[src/hdl/raeu_pkg.sv]
// shared types, command codes and defaults for the register alu execute unit
package raeu_pkg;

    localparam int NUM_REGS_DEF   = 5;
    localparam int DATA_WIDTH_DEF = 32;
    localparam int CMD_W          = 5;
    localparam int SEL_W          = 3;
    localparam int IMM_W          = 32;
    localparam int CFG_IDX_W      = 1;
    localparam int QUEUE_DEPTH    = 2;

    typedef enum logic [CMD_W-1:0] {
        CMD_LOAD  = 5'd0,
        CMD_MOVR  = 5'd1,
        CMD_ADD   = 5'd2,
        CMD_SUB   = 5'd3,
        CMD_MUL   = 5'd4,
        CMD_MOD   = 5'd5,
        CMD_DIV   = 5'd6,
        CMD_INC   = 5'd7,
        CMD_DEC   = 5'd8,
        CMD_EQ    = 5'd9,
        CMD_GEQ   = 5'd10,
        CMD_LEQ   = 5'd11,
        CMD_GOTO  = 5'd12,
        CMD_JMPZ  = 5'd13,
        CMD_JPNZ  = 5'd14,
        CMD_SHIFT = 5'd15,
        CMD_NOP   = 5'd16
    } cmd_t;

    localparam logic [SEL_W-1:0] SEL_M = 3'd5;
    localparam logic [SEL_W-1:0] SEL_X = 3'd6;
    localparam logic [SEL_W-1:0] SEL_S = 3'd7;

    localparam logic [CFG_IDX_W-1:0] CFG_CODE_BASE  = 1'b0;
    localparam logic [CFG_IDX_W-1:0] CFG_STACK_BASE = 1'b1;

    // classified instruction as it travels through the queue
    typedef struct packed {
        cmd_t             cmd;
        logic [SEL_W-1:0] sel_a;
        logic [SEL_W-1:0] sel_b;
        logic [IMM_W-1:0] imm;
        logic             is_div;
        logic             is_mul;
    } instr_t;

endpackage

[src/hdl/raeu_front.sv]
// front end: accepts instruction beats, classifies them, holds them in a short queue
module raeu_front
(
    input  logic                      clk,
    input  logic                      rst_n,
    input  logic                      in_valid,
    output logic                      in_ready,
    input  logic [4:0]                cmd,
    input  logic [2:0]                sel_a,
    input  logic [2:0]                sel_b,
    input  logic signed [31:0]        immediate,
    output logic                      q_valid,
    input  logic                      q_ready,
    output raeu_pkg::instr_t          q_data
);

    localparam int PTR_W = $clog2(raeu_pkg::QUEUE_DEPTH);

    raeu_pkg::instr_t       mem_reg [raeu_pkg::QUEUE_DEPTH];
    logic [PTR_W-1:0]       wr_ptr_reg, wr_ptr_next;
    logic [PTR_W-1:0]       rd_ptr_reg, rd_ptr_next;
    logic [PTR_W:0]         count_reg, count_next;
    raeu_pkg::instr_t       classified;
    logic                   push, pop;

    // decode into the queue entry; unknown codes become nop
    always_comb
    begin
        classified.sel_a = sel_a;
        classified.sel_b = sel_b;
        classified.imm   = immediate;
        if (cmd > raeu_pkg::CMD_NOP)
            classified.cmd = raeu_pkg::CMD_NOP;
        else
            classified.cmd = raeu_pkg::cmd_t'(cmd);
        classified.is_div = (classified.cmd == raeu_pkg::CMD_DIV) ||
                            (classified.cmd == raeu_pkg::CMD_MOD);
        classified.is_mul = (classified.cmd == raeu_pkg::CMD_MUL);
    end

    assign in_ready = (count_reg != (PTR_W+1)'(raeu_pkg::QUEUE_DEPTH));
    assign push     = in_valid && in_ready;
    assign q_valid  = (count_reg != '0);
    assign pop      = q_valid && q_ready;
    assign q_data   = mem_reg[rd_ptr_reg];

    // pointer and fill bookkeeping
    always_comb
    begin
        wr_ptr_next = push ? wr_ptr_reg + 1'b1 : wr_ptr_reg;
        rd_ptr_next = pop  ? rd_ptr_reg + 1'b1 : rd_ptr_reg;
        count_next  = count_reg + (PTR_W+1)'(push) - (PTR_W+1)'(pop);
    end

    always_ff @(posedge clk or negedge rst_n)
    begin
        if (!rst_n)
        begin
            wr_ptr_reg <= '0;
            rd_ptr_reg <= '0;
            count_reg  <= '0;
        end
        else
        begin
            wr_ptr_reg <= wr_ptr_next;
            rd_ptr_reg <= rd_ptr_next;
            count_reg  <= count_next;
        end
    end

    // queue storage
    always_ff @(posedge clk)
    begin
        if (push)
            mem_reg[wr_ptr_reg] <= classified;
    end

endmodule

[src/hdl/raeu_divider.sv]
// iterative unsigned divider, one quotient bit per cycle
module raeu_divider
#(
    parameter int DATA_WIDTH = raeu_pkg::DATA_WIDTH_DEF
)
(
    input  logic                  clk,
    input  logic                  rst_n,
    input  logic                  start,
    input  logic [DATA_WIDTH-1:0] dividend,
    input  logic [DATA_WIDTH-1:0] divisor,
    output logic                  done,
    output logic [DATA_WIDTH-1:0] quotient,
    output logic [DATA_WIDTH-1:0] remainder
);

    localparam int CNT_W = $clog2(DATA_WIDTH + 1);

    logic [CNT_W-1:0]      cnt_reg, cnt_next;
    logic                  busy_reg, busy_next;
    logic                  done_reg, done_next;
    logic [DATA_WIDTH-1:0] quo_reg, quo_next;
    logic [DATA_WIDTH-1:0] rem_reg, rem_next;
    logic [DATA_WIDTH-1:0] dvs_reg, dvs_next;
    logic [DATA_WIDTH:0]   trial;

    assign trial = {rem_reg, quo_reg[DATA_WIDTH-1]} - {1'b0, dvs_reg};

    // restoring shift-subtract step
    always_comb
    begin
        cnt_next  = cnt_reg;
        busy_next = busy_reg;
        done_next = 1'b0;
        quo_next  = quo_reg;
        rem_next  = rem_reg;
        dvs_next  = dvs_reg;
        if (start)
        begin
            busy_next = 1'b1;
            cnt_next  = CNT_W'(DATA_WIDTH);
            quo_next  = dividend;
            rem_next  = '0;
            dvs_next  = divisor;
        end
        else if (busy_reg)
        begin
            if (trial[DATA_WIDTH])
            begin
                rem_next = {rem_reg[DATA_WIDTH-2:0], quo_reg[DATA_WIDTH-1]};
                quo_next = {quo_reg[DATA_WIDTH-2:0], 1'b0};
            end
            else
            begin
                rem_next = trial[DATA_WIDTH-1:0];
                quo_next = {quo_reg[DATA_WIDTH-2:0], 1'b1};
            end
            cnt_next = cnt_reg - 1'b1;
            if (cnt_reg == CNT_W'(1))
            begin
                busy_next = 1'b0;
                done_next = 1'b1;
            end
        end
    end

    always_ff @(posedge clk or negedge rst_n)
    begin
        if (!rst_n)
        begin
            cnt_reg  <= '0;
            busy_reg <= 1'b0;
            done_reg <= 1'b0;
        end
        else
        begin
            cnt_reg  <= cnt_next;
            busy_reg <= busy_next;
            done_reg <= done_next;
        end
    end

    always_ff @(posedge clk)
    begin
        quo_reg <= quo_next;
        rem_reg <= rem_next;
        dvs_reg <= dvs_next;
    end

    assign done      = done_reg;
    assign quotient  = quo_reg;
    assign remainder = rem_reg;

endmodule

[src/hdl/raeu_back.sv]
// back end: register file, execution sequencer and result register
module raeu_back
#(
    parameter int NUM_REGS   = raeu_pkg::NUM_REGS_DEF,
    parameter int DATA_WIDTH = raeu_pkg::DATA_WIDTH_DEF
)
(
    input  logic                      clk,
    input  logic                      rst_n,
    input  logic                      q_valid,
    output logic                      q_ready,
    input  raeu_pkg::instr_t          q_data,
    input  logic                      cfg_we,
    input  logic [0:0]                cfg_index,
    input  logic [31:0]               cfg_data,
    output logic                      out_valid,
    input  logic                      out_ready,
    output logic signed [31:0]        acc_value,
    output logic signed [31:0]        pc_value,
    output logic signed [31:0]        stack_cursor,
    output logic                      div_zero
);

    localparam int SH_W = $clog2(DATA_WIDTH);

    typedef enum logic [5:0] {
        ST_IDLE  = 6'b000001,
        ST_MUL   = 6'b000010,
        ST_DIV   = 6'b000100,
        ST_WAIT  = 6'b001000,
        ST_OUT   = 6'b010000,
        ST_PROD  = 6'b100000
    } state_t;

    state_t                       state_reg, state_next;
    logic [DATA_WIDTH-1:0]        rf_reg [NUM_REGS];
    logic [DATA_WIDTH-1:0]        sp_reg, pc_reg, cb_reg, xb_reg;
    raeu_pkg::instr_t             ins_reg;
    logic [DATA_WIDTH-1:0]        a_reg, b_reg;
    logic [DATA_WIDTH-1:0]        prod_reg;
    logic                         dz_reg;
    logic [DATA_WIDTH-1:0]        a_val, b_val, imm_ext, wr_val, acc_new;
    logic                         wr_sel_en, acc_en, pc_en, dz_set;
    logic [DATA_WIDTH-1:0]        pc_new;
    logic                         div_start, div_done;
    logic [DATA_WIDTH-1:0]        div_q, div_r, mag_a, mag_b;
    logic [31:0]                  sh_neg;
    logic [SH_W-1:0]              sh_amt;
    logic                         take;

    // selector read
    function automatic logic [DATA_WIDTH-1:0] read_sel(
        input logic [2:0] sel,
        input logic [DATA_WIDTH-1:0] cb,
        input logic [DATA_WIDTH-1:0] xb,
        input logic [DATA_WIDTH-1:0] sp,
        input logic [DATA_WIDTH-1:0] rf [NUM_REGS]);
        logic [DATA_WIDTH-1:0] v;
        v = '0;
        if (sel == raeu_pkg::SEL_M)
            v = cb;
        else if (sel == raeu_pkg::SEL_X)
            v = xb;
        else if (sel == raeu_pkg::SEL_S)
            v = sp;
        else
        begin
            for (int i = 0; i < NUM_REGS; i++)
                if (32'(sel) == i)
                    v = rf[i];
        end
        return v;
    endfunction

    assign take    = (state_reg == ST_IDLE) && q_valid;
    assign q_ready = (state_reg == ST_IDLE);
    assign a_val   = read_sel(q_data.sel_a, cb_reg, xb_reg, sp_reg, rf_reg);
    assign b_val   = read_sel(q_data.sel_b, cb_reg, xb_reg, sp_reg, rf_reg);
    assign imm_ext = DATA_WIDTH'($signed(ins_reg.imm));

    // operand magnitudes for the divider
    assign mag_a     = a_reg[DATA_WIDTH-1] ? -a_reg : a_reg;
    assign mag_b     = b_reg[DATA_WIDTH-1] ? -b_reg : b_reg;
    assign div_start = (state_reg == ST_DIV);
    assign sh_neg    = -ins_reg.imm;

    raeu_divider #(.DATA_WIDTH(DATA_WIDTH)) u_div
    (
        .clk       (clk),
        .rst_n     (rst_n),
        .start     (div_start),
        .dividend  (mag_a),
        .divisor   (mag_b),
        .done      (div_done),
        .quotient  (div_q),
        .remainder (div_r)
    );

    // shift amount saturated to DATA_WIDTH-1
    always_comb
    begin
        if (ins_reg.imm[31])
            sh_amt = (sh_neg > 32'(DATA_WIDTH-1)) ? SH_W'(DATA_WIDTH-1) : sh_neg[SH_W-1:0];
        else
            sh_amt = (ins_reg.imm > 32'(DATA_WIDTH-1)) ? SH_W'(DATA_WIDTH-1)
                                                      : ins_reg.imm[SH_W-1:0];
    end

    // result of the instruction held in ins_reg, applied in the writeback cycle
    always_comb
    begin
        wr_sel_en = 1'b0;
        wr_val    = '0;
        acc_en    = 1'b0;
        acc_new   = '0;
        pc_en     = 1'b0;
        pc_new    = '0;
        dz_set    = 1'b0;
        unique case (ins_reg.cmd)
            raeu_pkg::CMD_LOAD:  begin wr_sel_en = 1'b1; wr_val = imm_ext; end
            raeu_pkg::CMD_MOVR:  begin wr_sel_en = 1'b1; wr_val = b_reg; end
            raeu_pkg::CMD_ADD:   begin acc_en = 1'b1; acc_new = a_reg + b_reg; end
            raeu_pkg::CMD_SUB:   begin acc_en = 1'b1; acc_new = a_reg - b_reg; end
            raeu_pkg::CMD_MUL:   begin acc_en = 1'b1; acc_new = prod_reg; end
            raeu_pkg::CMD_MOD:
            begin
                if (b_reg == '0)
                    dz_set = 1'b1;
                else
                begin
                    acc_en  = 1'b1;
                    acc_new = a_reg[DATA_WIDTH-1] ? -div_r : div_r;
                end
            end
            raeu_pkg::CMD_DIV:
            begin
                if (b_reg == '0)
                    dz_set = 1'b1;
                else
                begin
                    acc_en  = 1'b1;
                    acc_new = (a_reg[DATA_WIDTH-1] != b_reg[DATA_WIDTH-1]) ? -div_q : div_q;
                end
            end
            raeu_pkg::CMD_INC:   begin wr_sel_en = 1'b1; wr_val = a_reg + 1'b1; end
            raeu_pkg::CMD_DEC:   begin wr_sel_en = 1'b1; wr_val = a_reg - 1'b1; end
            raeu_pkg::CMD_EQ:
            begin
                acc_en  = 1'b1;
                acc_new = DATA_WIDTH'(a_reg == b_reg);
            end
            raeu_pkg::CMD_GEQ:
            begin
                acc_en  = 1'b1;
                acc_new = DATA_WIDTH'($signed(a_reg) >= $signed(b_reg));
            end
            raeu_pkg::CMD_LEQ:
            begin
                acc_en  = 1'b1;
                acc_new = DATA_WIDTH'($signed(a_reg) <= $signed(b_reg));
            end
            raeu_pkg::CMD_GOTO:  begin pc_en = 1'b1; pc_new = a_reg; end
            raeu_pkg::CMD_JMPZ:  begin pc_en = (rf_reg[0] == '0); pc_new = imm_ext; end
            raeu_pkg::CMD_JPNZ:  begin pc_en = (rf_reg[0] != '0); pc_new = imm_ext; end
            raeu_pkg::CMD_SHIFT:
            begin
                wr_sel_en = (ins_reg.imm != '0);
                if (ins_reg.imm[31])
                    wr_val = a_reg << sh_amt;
                else
                    wr_val = DATA_WIDTH'($signed(a_reg) >>> sh_amt);
            end
            raeu_pkg::CMD_NOP:   begin end
            default:             begin end
        endcase
    end

    // sequencer
    always_comb
    begin
        state_next = state_reg;
        unique case (state_reg)
            ST_IDLE:
            begin
                if (q_valid)
                begin
                    if (q_data.is_mul)
                        state_next = ST_PROD;
                    else if (q_data.is_div)
                        state_next = (b_val == '0) ? ST_MUL : ST_DIV;
                    else
                        state_next = ST_MUL;
                end
            end
            // product register loads from the captured operands
            ST_PROD: state_next = ST_MUL;
            ST_DIV:  state_next = ST_WAIT;
            ST_WAIT: state_next = div_done ? ST_MUL : ST_WAIT;
            ST_MUL:  state_next = ST_OUT;
            ST_OUT:  state_next = out_ready ? ST_IDLE : ST_OUT;
            default: state_next = ST_IDLE;
        endcase
    end

    always_ff @(posedge clk or negedge rst_n)
    begin
        if (!rst_n)
        begin
            state_reg <= ST_IDLE;
            sp_reg    <= '0;
            pc_reg    <= '0;
            cb_reg    <= '0;
            xb_reg    <= '0;
            dz_reg    <= 1'b0;
            for (int i = 0; i < NUM_REGS; i++)
                rf_reg[i] <= '0;
        end
        else
        begin
            state_reg <= state_next;
            if (cfg_we)
            begin
                if (cfg_index == raeu_pkg::CFG_CODE_BASE)
                    cb_reg <= DATA_WIDTH'($signed(cfg_data));
                else
                    xb_reg <= DATA_WIDTH'($signed(cfg_data));
            end
            // writeback on the last cycle before the result shows
            if (state_reg == ST_MUL)
            begin
                dz_reg <= dz_set;
                if (pc_en)
                    pc_reg <= pc_new;
                if (wr_sel_en && ins_reg.sel_a == raeu_pkg::SEL_S)
                    sp_reg <= wr_val;
                for (int i = 0; i < NUM_REGS; i++)
                begin
                    if (wr_sel_en && ins_reg.sel_a < raeu_pkg::SEL_M &&
                        32'(ins_reg.sel_a) == i)
                        rf_reg[i] <= wr_val;
                end
                if (acc_en)
                    rf_reg[0] <= acc_new;
            end
        end
    end

    // operand capture and product register
    always_ff @(posedge clk)
    begin
        if (take)
        begin
            ins_reg <= q_data;
            a_reg   <= a_val;
            b_reg   <= b_val;
        end
        prod_reg <= a_reg * b_reg;
    end

    assign out_valid    = (state_reg == ST_OUT);
    assign acc_value    = 32'($signed(rf_reg[0]));
    assign pc_value     = 32'($signed(pc_reg));
    assign stack_cursor = 32'($signed(sp_reg));
    assign div_zero     = dz_reg;

endmodule

[src/hdl/register_alu_execute_unit.sv]
// top level of the register alu execute unit
//
// in channel: in_valid/in_ready carry one instruction beat (cmd, sel_a,
// sel_b, immediate). out channel: out_valid/out_ready carry one result beat
// per instruction (acc_value, pc_value, stack_cursor, div_zero).
// a two-entry queue sits between the front end and the execution back end,
// so up to two beats are taken while the back end is busy or stalled.
// from the queue head being taken to its result beat, most instructions
// pass through operand capture, writeback and the result beat; mul adds
// the product register; div and mod with a nonzero divisor add the divider
// start and the wait on the one-bit-per-cycle restoring divider.
// the back end takes the next instruction from the queue only after the
// previous result beat is taken, so a receiver that leaves a result beat
// waiting holds back the following instructions.
// configuration: cfg_we with cfg_index 0 writes the code base, 1 the stack
// base; write only while no beat is in flight.
// reset: asynchronous, clears the register file, stack cursor, program
// counter, both bases and the queue. a stalled result holds until taken.
module register_alu_execute_unit
#(
    parameter int NUM_REGS   = raeu_pkg::NUM_REGS_DEF,
    parameter int DATA_WIDTH = raeu_pkg::DATA_WIDTH_DEF
)
(
    input  logic                clk,
    input  logic                rst_n,
    input  logic                in_valid,
    output logic                in_ready,
    input  logic [4:0]          cmd,
    input  logic [2:0]          sel_a,
    input  logic [2:0]          sel_b,
    input  logic signed [31:0]  immediate,
    input  logic                cfg_we,
    input  logic [0:0]          cfg_index,
    input  logic [31:0]         cfg_data,
    output logic                out_valid,
    input  logic                out_ready,
    output logic signed [31:0]  acc_value,
    output logic signed [31:0]  pc_value,
    output logic signed [31:0]  stack_cursor,
    output logic                div_zero
);

    logic             q_valid, q_ready;
    raeu_pkg::instr_t q_data;

    // front end with queue
    raeu_front u_front
    (
        .clk       (clk),
        .rst_n     (rst_n),
        .in_valid  (in_valid),
        .in_ready  (in_ready),
        .cmd       (cmd),
        .sel_a     (sel_a),
        .sel_b     (sel_b),
        .immediate (immediate),
        .q_valid   (q_valid),
        .q_ready   (q_ready),
        .q_data    (q_data)
    );

    // execution back end
    raeu_back #(.NUM_REGS(NUM_REGS), .DATA_WIDTH(DATA_WIDTH)) u_back
    (
        .clk          (clk),
        .rst_n        (rst_n),
        .q_valid      (q_valid),
        .q_ready      (q_ready),
        .q_data       (q_data),
        .cfg_we       (cfg_we),
        .cfg_index    (cfg_index),
        .cfg_data     (cfg_data),
        .out_valid    (out_valid),
        .out_ready    (out_ready),
        .acc_value    (acc_value),
        .pc_value     (pc_value),
        .stack_cursor (stack_cursor),
        .div_zero     (div_zero)
    );

endmodule

[config.mk]
export PLATFORM = sky130hd
export DESIGN_NAME = register_alu_execute_unit
export DESIGN_NICKNAME = d
export VERILOG_FILES = /design/src/hdl/raeu_pkg.sv /design/src/hdl/raeu_front.sv /design/src/hdl/raeu_divider.sv /design/src/hdl/raeu_back.sv /design/src/hdl/register_alu_execute_unit.sv
export SDC_FILE = /design/constraint.sdc
export NUM_CORES = 2
export LEC_CHECK = 0
export ABC_AREA = 1
export ABC_CLOCK_PERIOD_IN_PS = 10080
export BUFFER_PORTS_ARGS = -buffer_cell sky130_fd_sc_hd__buf_2
export CAP_MARGIN = 20
export CORE_MARGIN = 4
export CORE_UTILIZATION = 45
export DETAILED_ROUTE_END_ITERATION = 8
export GPL_ROUTABILITY_DRIVEN = 0
export GPL_TIMING_DRIVEN = 0
export SKIP_LAST_GASP = 1
export SYNTH_ARGS = -nofsm -noshare
export SYNTH_HDL_FRONTEND = slang
export SYNTH_SLANG_ARGS = --single-unit
[constraint.sdc]
create_clock -name clk -period 10.08 [get_ports clk]
set_clock_uncertainty 0.1 [all_clocks]
set_input_delay 2.016 -clock clk [delete_from_list [all_inputs] [get_ports clk]]
set_output_delay 2.016 -clock clk [all_outputs]
set_load 0.01 [all_outputs]
==> metrics.txt <==
outcome complete, but fails checks; failing checks design-rule violations; Mean Syn Cell Area 7.48 um^2; All-Layer GR Usage 0.378; synth warn 0; CTS buffer count 72; first-pass GRT wire length 373000 um; Max stage delay cell, worst path buf_1; placed inst area 61300 um^2; Area growth syn-to-layout 10.2%; global route total overflow 0; Final Max Slew Viols 0; CTS max path bufs 3; cell row count 131; max reg flops 128; layout cells sized above 1 0.0724; Die Wd 367 um; DP Cell Count 9615; most frequent CP cell a21oi_1; Worst EP required 10520 ps; multi-input combinational cell area 34400 um^2; CP Capture Type register; commonest cells after routing, fill and taps aside nand2_1, inv_1, nand3_1; final WL roughly 260000 um; Max Clock Freq between 0.1 and 0.15 GHz; Synth async-reset ratio 0.488; placeable core region 128000 um^2; cts repair resizes 0; full die area 135000 um^2; drt first-iter violations 9188; Max Cap Viol 0; Primary FF master, synth dfrtp_1; Clk Latency, worst-skew pair 720 ps; IO Port Bufs ~180; fin crit share 0.978; RSZ-0062 raised after global routing no; I/O pins 180; Worst path max stage delay 1000 ps; CTS Sinks about 630; setup TNS 0 ps; Initial Util 0.454; vias in the first global route between 50000 and 60000; via count just under 60000; fin nets 8788; Final Non-Filler Cells 9778; Cell variety after synth 79; CP max FO 10; Routed Antenna Nets 0; Syn Nets 8511; Cells after Synth 7761; HP Class register to register; Hold Fails Final Rpt 0; clock root cell clkbuf_16; register area between 15000 and 20000 um^2; most common cell after layout, fill and taps aside nand2_1; EDFF count, synth roughly 260; Detailed Place HPWL 210000 um; initial antenna violation count 21; Hold Buf Count CTS 0; Setup CP Type register to register; Worst EP arrival about 10000 ps; CTS H-tree depth 3; Remaining DRCs 99; Final setup viols 0; worst-margin pin slew 1260 ps; min cycle time layout 9850 ps; Clk pin slew, worst setup/hold paths 60 ps; Filler cells ~13000; CTS tree done; Avg WL per Cell between 20 and 30 um; post-synthesis sequential area ratio 0.288; Post-CTS Setup Bufs 0; Vias/cell 5.98; DR pass1 iterations 9; max_slew headroom 0.162; element type at the critical path start register; Finished Cell Area between 60000 and 70000 um^2; largest net degree at the start of global routing about 120; Die H 367 um; number of synthesized register bits ~630; Synth Cell Area 58100 um^2
==> final cells by class <==
type / instances / area share
Multi-Input combinational cell: 5342 / 0.537
Inverter: 1385 / 0.0813
Clock inverter: 26 / 0.00509
Tap cell: 1662 / 0.0325
Sequential cell: 629 / 0.261
Buffer: 405 / 0.0287
Timing Repair Buffer: 203 / 0.0209
Antenna cell: 20 / 0.000782
Clock buffer: 106 / 0.0324
==> critical path: cells and delay by family (launching register included) <==
family                     cells  cell delay, ps
AOI/OAI and AO/OA             10            2610
xor gates and xnor gates       1             450
adders and majority gates      9            3310
buffers and inverters          6            2540
DFF                            1             450
and+or+nand+nor                1             190
==> kinds of logic after synthesis <==
logic type / count (synthesis) / share of synthesized area
buffers and inverters: 1790 / 0.121
adders and majority gates: 669 / 0.197
DFF: 629 / 0.288
xor gates and xnor gates: 224 / 0.0340
muxes: 32 / 0.00621
and+or+nand+nor: 3250 / 0.234
AOI/OAI and AO/OA: 1167 / 0.120
==> Yosys cell counts, types with 89 or more instances <==
master | n | area (um^2)
a21oi_1 | 322 | 1610
inv_1 | 1356 | 5090
ha_1 | 257 | 3220
nand2_1 | 2035 | 7640
nor2_1 | 375 | 1410
dfrtp_1 | 306 | 7660
o22ai_1 | 89 | 557
fa_1 | 412 | 8250
clkbuf_1 | 248 | 931
nand3_1 | 596 | 2980
edfxtp_1 | 258 | 7750
o21ai_1 | 111 | 556
xor2_1 | 166 | 1450
o21ai_0 | 341 | 1710
==> metrics by stage <==
stage               hold slack (ps)   util  setup slack (ps)
CTS                             391  0.499               796
global route                    410  0.500               240
detailed placement              376  0.480               842
finish                          384  0.500               226
global placement                369  0.477               319
floorplan                       330      -              3340
==> final timing paths <==
kind / from / to / slack (ps) / cells past startpoint
setup reg to reg: u_back.a_reg[2]$_DFFE_PP_ / u_back.prod_reg[29]$_DFF_P_ / 230 / 27
max in group asynchronous: rst_n / u_back.pc_value[23]$_DFFE_PN0P_ / 7370 / 3
min in group asynchronous: rst_n / u_back.acc_value[26]$_DFFE_PN0P_ / 1030 / 1
hold / removal: u_back.cb_reg[30]$_DFFE_PN0P_ / u_back.cb_reg[30]$_DFFE_PN0P_ / 380 / 2
hold reg to reg: u_back.cb_reg[30]$_DFFE_PN0P_ / u_back.cb_reg[30]$_DFFE_PN0P_ / 380 / 2
setup / recovery: u_back.a_reg[2]$_DFFE_PP_ / u_back.prod_reg[29]$_DFF_P_ / 230 / 27
==> metal layers <==
layer,vias up,track usage,wire length [um],part of all wire
li1,25400,-,-,-
met4,10,0.269,23900,0.091
met1,27400,0.469,95400,0.36
met2,4442,0.534,104000,0.40
met3,1199,0.150,38500,0.15
met5,-,0,69,0.00026
Power is not shown: default switching activity piles up to over one toggle a cycle in this logic, so the estimate is an artifact.
